### src/wtrl_pkg.sv
// Package: shared constants for the windowed task rate limiter.
`default_nettype none

package wtrl_pkg;

    // Default structural widths
    localparam int TIME_WIDTH_DEF  = 48;
    localparam int COUNT_WIDTH_DEF = 17;

    // Fixed field and register widths
    localparam int THR_W     = 16;
    localparam int PERIOD_W  = 40;
    localparam int RAND_W    = 16;
    localparam int CFG_IDX_W = 3;
    localparam int OUT_W     = 8;

    // Item kinds carried on tuser
    localparam logic FUNC_TASK  = 1'b0;
    localparam logic FUNC_QUERY = 1'b1;

    // Register indexes on the configuration port
    localparam logic [CFG_IDX_W-1:0] REG_NORMAL_THRESHOLD  = 3'd0;
    localparam logic [CFG_IDX_W-1:0] REG_LIMITED_THRESHOLD = 3'd1;
    localparam logic [CFG_IDX_W-1:0] REG_LOCKOUT_SPAN      = 3'd2;
    localparam logic [CFG_IDX_W-1:0] REG_TASK_WINDOW       = 3'd3;
    localparam logic [CFG_IDX_W-1:0] REG_DELIVERY_WINDOW   = 3'd4;

    // Register reset values
    localparam logic [THR_W-1:0]    NORMAL_THRESHOLD_RST  = 16'd100;
    localparam logic [THR_W-1:0]    LIMITED_THRESHOLD_RST = 16'd10;
    localparam logic [PERIOD_W-1:0] LOCKOUT_SPAN_RST      = 40'd20000000000;
    localparam logic [PERIOD_W-1:0] TASK_WINDOW_RST       = 40'd1000000000;
    localparam logic [PERIOD_W-1:0] DELIVERY_WINDOW_RST   = 40'd1000000000;

endpackage

`default_nettype wire

### src/windowed_task_rate_limiter.sv
// Windowed task rate limiter: fixed-window task and delivery counting with lock-out.
// Path: an item goes through the input register and then the result register to m_*; the lock-out
//   duration multiply (period/2 x rand_word) is done as the item is taken.
// Throughput: one item per cycle while m_tready is high; all state is read and rewritten in
//   the single compute stage, so back-to-back items always see the state left by the one before.
// Reset (rst_n low, asynchronous): state clears, registers to defaults, both stages empty.
`default_nettype none

module windowed_task_rate_limiter #(
    parameter int TIME_WIDTH  = wtrl_pkg::TIME_WIDTH_DEF,
    parameter int COUNT_WIDTH = wtrl_pkg::COUNT_WIDTH_DEF,
    // derived; not meant to be overridden
    parameter int IN_DATA_W   = ((TIME_WIDTH + wtrl_pkg::RAND_W + 7) / 8) * 8
) (
    input  wire logic                           clk,
    input  wire logic                           rst_n,

    // Configuration write port
    input  wire logic                           cfg_wr_en,
    input  wire logic [wtrl_pkg::CFG_IDX_W-1:0] cfg_addr,
    input  wire logic [wtrl_pkg::PERIOD_W-1:0]  cfg_wdata,

    // Input stream
    input  wire logic                           s_tvalid,
    output logic                                s_tready,
    input  wire logic [IN_DATA_W-1:0]           s_tdata,   // now, rand_word, zero pad
    input  wire logic                           s_tuser,   // func: 0 task event, 1 query

    // Result stream
    output logic                                m_tvalid,
    input  wire logic                           m_tready,
    output logic [wtrl_pkg::OUT_W-1:0]          m_tdata    // deliver_ok, limited, zero pad
);

    localparam int PERIOD_W = wtrl_pkg::PERIOD_W;
    localparam int THR_W    = wtrl_pkg::THR_W;
    localparam int RAND_W   = wtrl_pkg::RAND_W;
    localparam int HALF_W   = PERIOD_W - 1;
    localparam int PROD_W   = HALF_W + RAND_W;
    localparam int SUM_W    = ((TIME_WIDTH > PERIOD_W) ? TIME_WIDTH : PERIOD_W) + 1;
    localparam int CMP_W    = (COUNT_WIDTH > THR_W) ? COUNT_WIDTH : THR_W;

    localparam logic [TIME_WIDTH-1:0]  TIME_MAX  = '1;
    localparam logic [COUNT_WIDTH-1:0] COUNT_MAX = '1;

    // Saturating time add: any sum at or above the top code pins there
    function automatic logic [TIME_WIDTH-1:0] time_add_sat(
        input logic [TIME_WIDTH-1:0] a,
        input logic [PERIOD_W-1:0]   b
    );
        logic [SUM_W-1:0] s;
        s = SUM_W'(a) + SUM_W'(b);
        if (s >= SUM_W'(TIME_MAX))
            return TIME_MAX;
        return s[TIME_WIDTH-1:0];
    endfunction

    function automatic logic [COUNT_WIDTH-1:0] count_inc_sat(input logic [COUNT_WIDTH-1:0] c);
        if (c == COUNT_MAX)
            return COUNT_MAX;
        return c + COUNT_WIDTH'(1);
    endfunction

    // ---------------------------------------------------------------
    // Configuration registers
    // ---------------------------------------------------------------
    logic [THR_W-1:0]    normal_thr_reg;
    logic [THR_W-1:0]    limited_thr_reg;
    logic [PERIOD_W-1:0] lockout_span_reg;
    logic [PERIOD_W-1:0] task_window_reg;
    logic [PERIOD_W-1:0] delivery_window_reg;

    always_ff @(posedge clk or negedge rst_n)
    begin
        if (!rst_n)
        begin
            normal_thr_reg      <= wtrl_pkg::NORMAL_THRESHOLD_RST;
            limited_thr_reg     <= wtrl_pkg::LIMITED_THRESHOLD_RST;
            lockout_span_reg    <= wtrl_pkg::LOCKOUT_SPAN_RST;
            task_window_reg     <= wtrl_pkg::TASK_WINDOW_RST;
            delivery_window_reg <= wtrl_pkg::DELIVERY_WINDOW_RST;
        end
        else if (cfg_wr_en)
        begin
            unique case (cfg_addr)
                wtrl_pkg::REG_NORMAL_THRESHOLD:  normal_thr_reg      <= cfg_wdata[THR_W-1:0];
                wtrl_pkg::REG_LIMITED_THRESHOLD: limited_thr_reg     <= cfg_wdata[THR_W-1:0];
                wtrl_pkg::REG_LOCKOUT_SPAN:      lockout_span_reg    <= cfg_wdata;
                wtrl_pkg::REG_TASK_WINDOW:       task_window_reg     <= cfg_wdata;
                wtrl_pkg::REG_DELIVERY_WINDOW:   delivery_window_reg <= cfg_wdata;
                default: ;  // unknown index: write dropped
            endcase
        end
    end

    // ---------------------------------------------------------------
    // Handshake: input register feeds the compute stage, result register
    // decouples the output; the input side keeps taking transfers while
    // a finished result waits, as long as the result register can move.
    // ---------------------------------------------------------------
    logic in_valid_reg;
    logic out_valid_reg;
    logic advance;
    logic accept;

    assign advance  = in_valid_reg && (!out_valid_reg || m_tready);
    assign s_tready = !in_valid_reg || advance;
    assign accept   = s_tvalid && s_tready;

    always_ff @(posedge clk or negedge rst_n)
    begin
        if (!rst_n)
        begin
            in_valid_reg  <= 1'b0;
            out_valid_reg <= 1'b0;
        end
        else
        begin
            if (accept)
                in_valid_reg <= 1'b1;
            else if (advance)
                in_valid_reg <= 1'b0;

            if (advance)
                out_valid_reg <= 1'b1;
            else if (m_tready)
                out_valid_reg <= 1'b0;
        end
    end

    // ---------------------------------------------------------------
    // Input register; lock-out duration is formed here so the compute
    // stage only sees one saturating add on it.
    // dur = half + (half * rand_word) >> 16, half = lock-out span / 2
    // ---------------------------------------------------------------
    logic [HALF_W-1:0]   half;
    logic [PROD_W-1:0]   scaled;
    logic [PERIOD_W-1:0] dur_next;

    assign half     = lockout_span_reg[PERIOD_W-1:1];
    assign scaled   = PROD_W'(half) * PROD_W'(s_tdata[TIME_WIDTH+RAND_W-1:TIME_WIDTH]);
    assign dur_next = PERIOD_W'(half) + PERIOD_W'(scaled[PROD_W-1:RAND_W]);

    logic                  func_reg;
    logic [TIME_WIDTH-1:0] now_reg;
    logic [PERIOD_W-1:0]   dur_reg;

    always_ff @(posedge clk)
    begin
        if (accept)
        begin
            func_reg <= s_tuser;
            now_reg  <= s_tdata[TIME_WIDTH-1:0];
            dur_reg  <= dur_next;
        end
    end

    // ---------------------------------------------------------------
    // Limiter state and compute stage
    // ---------------------------------------------------------------
    logic [COUNT_WIDTH-1:0] task_count_reg,          task_count_next;
    logic [TIME_WIDTH-1:0]  task_window_end_reg,     task_window_end_next;
    logic [COUNT_WIDTH-1:0] delivery_count_reg,      delivery_count_next;
    logic [TIME_WIDTH-1:0]  delivery_window_end_reg, delivery_window_end_next;
    logic [TIME_WIDTH-1:0]  limit_end_reg,           limit_end_next;
    logic                   deliver_ok_reg,          deliver_ok_next;
    logic                   limited_reg,             limited_next;

    logic                   task_restart;
    logic [COUNT_WIDTH-1:0] task_base;
    logic [COUNT_WIDTH-1:0] task_inc;
    logic                   task_trip;
    logic                   dlv_restart;
    logic [COUNT_WIDTH-1:0] dlv_base;
    logic [THR_W-1:0]       active_thr;
    logic                   grant;

    always_comb
    begin
        task_count_next          = task_count_reg;
        task_window_end_next     = task_window_end_reg;
        delivery_count_next      = delivery_count_reg;
        delivery_window_end_next = delivery_window_end_reg;
        limit_end_next           = limit_end_reg;
        deliver_ok_next          = 1'b0;

        // task path
        task_restart = now_reg > task_window_end_reg;
        task_base    = task_restart ? '0 : task_count_reg;
        task_inc     = count_inc_sat(task_base);
        task_trip    = CMP_W'(task_inc) > CMP_W'(normal_thr_reg);

        // delivery path; limit end is untouched by queries, so the old value decides
        dlv_restart  = now_reg > delivery_window_end_reg;
        dlv_base     = dlv_restart ? '0 : delivery_count_reg;
        active_thr   = (now_reg < limit_end_reg) ? limited_thr_reg : normal_thr_reg;
        grant        = CMP_W'(dlv_base) < CMP_W'(active_thr);

        if (func_reg == wtrl_pkg::FUNC_TASK)
        begin
            // task events while locked out are dropped
            if (now_reg > limit_end_reg)
            begin
                if (task_restart)
                    task_window_end_next = time_add_sat(now_reg, task_window_reg);
                task_count_next = task_inc;
                if (task_trip)
                    limit_end_next = time_add_sat(now_reg, dur_reg);
            end
        end
        else
        begin
            if (dlv_restart)
                delivery_window_end_next = time_add_sat(now_reg, delivery_window_reg);
            delivery_count_next = grant ? count_inc_sat(dlv_base) : dlv_base;
            deliver_ok_next     = grant;
        end

        limited_next = now_reg < limit_end_next;
    end

    always_ff @(posedge clk or negedge rst_n)
    begin
        if (!rst_n)
        begin
            task_count_reg          <= '0;
            task_window_end_reg     <= '0;
            delivery_count_reg      <= '0;
            delivery_window_end_reg <= '0;
            limit_end_reg           <= '0;
        end
        else if (advance)
        begin
            task_count_reg          <= task_count_next;
            task_window_end_reg     <= task_window_end_next;
            delivery_count_reg      <= delivery_count_next;
            delivery_window_end_reg <= delivery_window_end_next;
            limit_end_reg           <= limit_end_next;
        end
    end

    // result register
    always_ff @(posedge clk)
    begin
        if (advance)
        begin
            deliver_ok_reg <= deliver_ok_next;
            limited_reg    <= limited_next;
        end
    end

    assign m_tvalid = out_valid_reg;
    assign m_tdata  = {(wtrl_pkg::OUT_W - 2)'(0), limited_reg, deliver_ok_reg};

`ifndef SYNTH
    // a task event never yields a grant
    assert property (@(posedge clk) disable iff (!rst_n)
        (advance && (func_reg == wtrl_pkg::FUNC_TASK)) |=> !deliver_ok_reg)
        else $error("grant reported for a task event");

    // the limit end only moves when a task event is processed
    assert property (@(posedge clk) disable iff (!rst_n)
        !$stable(limit_end_reg) |-> $past(advance && (func_reg == wtrl_pkg::FUNC_TASK)))
        else $error("limit end moved without a task event");

    // window ends only ever move forward
    assert property (@(posedge clk) disable iff (!rst_n)
        (task_window_end_reg >= $past(task_window_end_reg)) &&
        (delivery_window_end_reg >= $past(delivery_window_end_reg)))
        else $error("window end moved backwards");

    // deliveries are bounded by the 16-bit thresholds
    assert property (@(posedge clk) disable iff (!rst_n)
        CMP_W'(delivery_count_reg) <= CMP_W'({THR_W{1'b1}}))
        else $error("delivery count beyond any threshold");

    // an empty result register never blocks the input side
    assert property (@(posedge clk) disable iff (!rst_n)
        !out_valid_reg |-> s_tready)
        else $error("input stalled with empty result register");
`endif

endmodule

`default_nettype wire
### config.mk
export PLATFORM = sky130hd
export DESIGN_NAME = windowed_task_rate_limiter
export DESIGN_NICKNAME = d
export VERILOG_FILES = /design/src/wtrl_pkg.sv /design/src/windowed_task_rate_limiter.sv
export SDC_FILE = /design/constraint.sdc
export NUM_CORES = 2
export LEC_CHECK = 0
export BUFFER_PORTS_ARGS = -buffer_cell sky130_fd_sc_hd__clkbuf_2
export CORE_AREA = 4 4 301 303
export CTS_BUF_LIST = sky130_fd_sc_hd__clkbuf_16
export DETAILED_ROUTE_END_ITERATION = 16
export DIE_AREA = 0 0 305 307
export PLACE_DENSITY = 0.74
export SLEW_MARGIN = 10
export SYNTH_ARGS = -nofsm -noshare
export SYNTH_HDL_FRONTEND = slang
export SYNTH_SLANG_ARGS = --single-unit
### constraint.sdc
create_clock -name clk -period 8.35 [get_ports clk]
set_input_delay 0 -clock clk [delete_from_list [all_inputs] [get_ports clk]]
set_output_delay 0 -clock clk [all_outputs]
set_load 0.01 [all_outputs]
==> flow_summary.yaml <==
outcome:
  status: "complete, but fails checks"
  violations: "negative setup slack"
critical_path:
  critical_path.endpoint_type: "register"
  reg2regPathDepth: 36
  criticalPathCategory: "reg2reg"
  crit_path_max_incr_delay_ns: 0.58
  crit_path_start_kind: "register"
  arrival_ns: 8.97
  critPathRequiredTime_ns: 8.70
  rrSetupSlack_ns: -0.27
  critPathMaxFanout: 3
  slowest_stage: "dfstp_2"
  cpMostUsedCell: "fa_1"
cts:
  htree_levels: 2
  cts_tree: "built"
  cts_buffers: 49
  root_buffer: "clkbuf_16"
  clockBufferDepth: 3
  clkSinkCount: 422
  clk_pin_slew_ns: 0.07
  insertion_delay_ns: 0.62
yosys:
  yosys_register_bits: 422
  netlist_instances: 5160
  synthArstFlopShare: 0.7844
  synthFlopType: "dfrtp_1"
  synth_edf_count: 91
  synth.yosys.warnings: 0
  synth_cell_types: 85
  netlist_area_um2: 48160
  ys_seq_area_frac: 0.2298
  syn_avg_cell_area_um2: 9.333
drt:
  via_count: 40190
  drt-total-wl_um: 142200
  wl_per_cell_um: 20.55
  ant_nets: 0
  first_pass_iters: 5
  drcViolationCount: 0
  drt_iter0_drc: 2973
  viasPerCell: 5.808
grt:
  overflow: 0
  grt_max_degree: 169
  grt_pass1_vias: 41150
  grt_pass1_wl_um: 224900
  track_usage: 0.3012
  antenna_found_initial: 6
sta:
  max_freq_mhz: 116.0
  final-max-slew-violation-count: 0
  fin_ws_ns: -0.2677
  skew_ns: 0.02289
  tightest_slew_ns: 1.179
  period_share: 1.032
  setup_viol: 9
  hold_violations: 0
  rsz0062_at_grt: "yes"
  slew_headroom: 0.2139
  fin_crit_ns: 8.618
cells_and_area:
  final_common_cell: "inv_1"
  drive_above_1_share: 0.1766
  layout_common_cells: "inv_1, nand2_1, fa_1, ha_1, buf_4"
  stdcell_area_um2: 56460
  fill_cells: 7055
  nets: 6845
  synthToLayoutAreaGrowth_pct: 17.24
placement:
  io_buffers: 116
  gp_congestion: 0.9817
  dpl.hpwl_um: 110500
  place_area_um2: 52960
floorplanning:
  fp.coreArea_um2: 87970
  fp.dieH_um: 307
  std_cell_rows: 109
  die_w_um: 305
  ios: 123
  start_util: 0.5475
  dieArea_um2: 93640
min_path:
  min-delay-path-class: "in2async"
job:
  maxCapViolCount: 0
==> cells in the mapped netlist (8+ instances only) <==
library cell	number	area [um^2]
and3_1	40	250.2
o31ai_1	11	82.58
xor2_1	77	674.4
dfrtp_1	289	7232
nor2_1	211	792.0
a21oi_1	291	1456
or2_2	10	62.56
a211oi_1	36	270.3
o211ai_1	28	210.2
or3_1	10	62.56
clkbuf_1	169	634.4
a21o_1	115	863.3
nand2b_1	50	312.8
o21ai_0	205	1026
fa_1	519	10390
nor3_1	45	225.2
edfxtp_1	91	2733
inv_1	695	2609
ha_1	507	6344
and2_1	194	1214
nand4_1	74	462.9
buf_2	13	65.06
o21a_1	37	277.8
a211o_1	12	105.1
xnor2_1	124	1086
o21bai_1	34	255.2
mux2i_1	34	340.3
buf_1	10	37.54
a2bb2oi_1	43	376.6
nor4_1	14	87.58
mux2_2	152	1712
a22oi_1	38	285.3
o22ai_1	8	50.05
and4_1	9	78.83
buf_4	11	82.58
nor2b_1	48	300.3
nand2_1	644	2417
a31oi_1	35	219.0
dfstp_2	42	1104
nand3_1	71	355.3
==> worst max-delay path, delay by kind of cell (launching register included) <==
| family | cells | cell delay, ns |
|---|---|---|
| XOR/XNOR | 1 | 0.14 |
| adder cells (fa/ha/maj) | 8 | 3.70 |
| flip-flops | 1 | 0.58 |
| AND/OR/NAND/NOR | 6 | 0.85 |
| AO/OA/AOI/OAI | 15 | 2.57 |
| buffers and inverters | 6 | 0.50 |
==> layer usage <==
layer | track usage | part of all wire | vias to the layer above
met1 | 0.4080 | 0.42 | 19940
met2 | 0.4866 | 0.46 | 1560
li1 | - | - | 18400
met3 | 0.06350 | 0.088 | 286
met4 | 0.09945 | 0.036 | 0
met5 | 0 | 0 | -
==> through the flow <==
step	setup TNS [ns]	util	instances	worst slack, ns	hold slack [ns]
2_1_floorplan	-0.07843	-	5165	-0.07843	-0.2956
3_3_place_gp	-1.730	0.6020	6668	-0.3061	0.1132
3_5_place_dp	-3.432	0.6020	6668	-0.4993	0.1199
4_1_cts	-0.3443	0.6358	6887	-0.09221	0.05202
5_1_grt	-6.223	0.6417	6913	-0.6739	0.09859
6_report	-1.435	0.6418	6919	-0.2677	0.01759
==> path summary, 6_finish.rpt <==
kind,start,to
worst max-delay path,lockout_span_reg[11],dur_reg[39]
worst min-delay path,rst_n,delivery_count_reg[7]
worst max register to register,lockout_span_reg[11],dur_reg[39]
worst min register to register,delivery_window_end_reg[40],delivery_window_end_reg[40]
max in group asynchronous,rst_n,lockout_span_reg[23]
min in group clk,s_tdata[6],now_reg[6]
==> logic make-up after synthesis <==
logic type / count (synthesis) / share of synthesized area
adders and majority gates: 1026 / 0.3475
and+or+nand+nor: 1441 / 0.1416
xor gates and xnor gates: 201 / 0.03655
buffers and inverters: 900 / 0.07150
muxes: 186 / 0.04261
AOI/OAI and AO/OA: 983 / 0.1304
DFF: 422 / 0.2298
other: 1 / 0.00007787
==> timing repair <==
action                                 CTS  global route
hold buffers                            97             0
buffers inserted                        30            24
pin swaps                               66           104
setup endpoints to repair               14            19
endpoints found under the hold margin  303             0
gates cloned                             0             1
gates resized for setup                 52           103
==> cell type report <==
type / instances / area (um^2) / area share
timing repair buffer: 694 / 5545 / 0.09822
clock inverter: 43 / 297.8 / 0.005274
antenna: 7 / 17.52 / 0.0003102
inverter: 696 / 2613 / 0.04627
clock buffer: 49 / 1226 / 0.02172
sequential: 422 / 11080 / 0.1963
tap: 1165 / 1458 / 0.02582
multi-input combinational: 3843 / 34220 / 0.6061
Power is not shown: default switching activity piles up to over one toggle a cycle in this logic, so the estimate is an artifact.
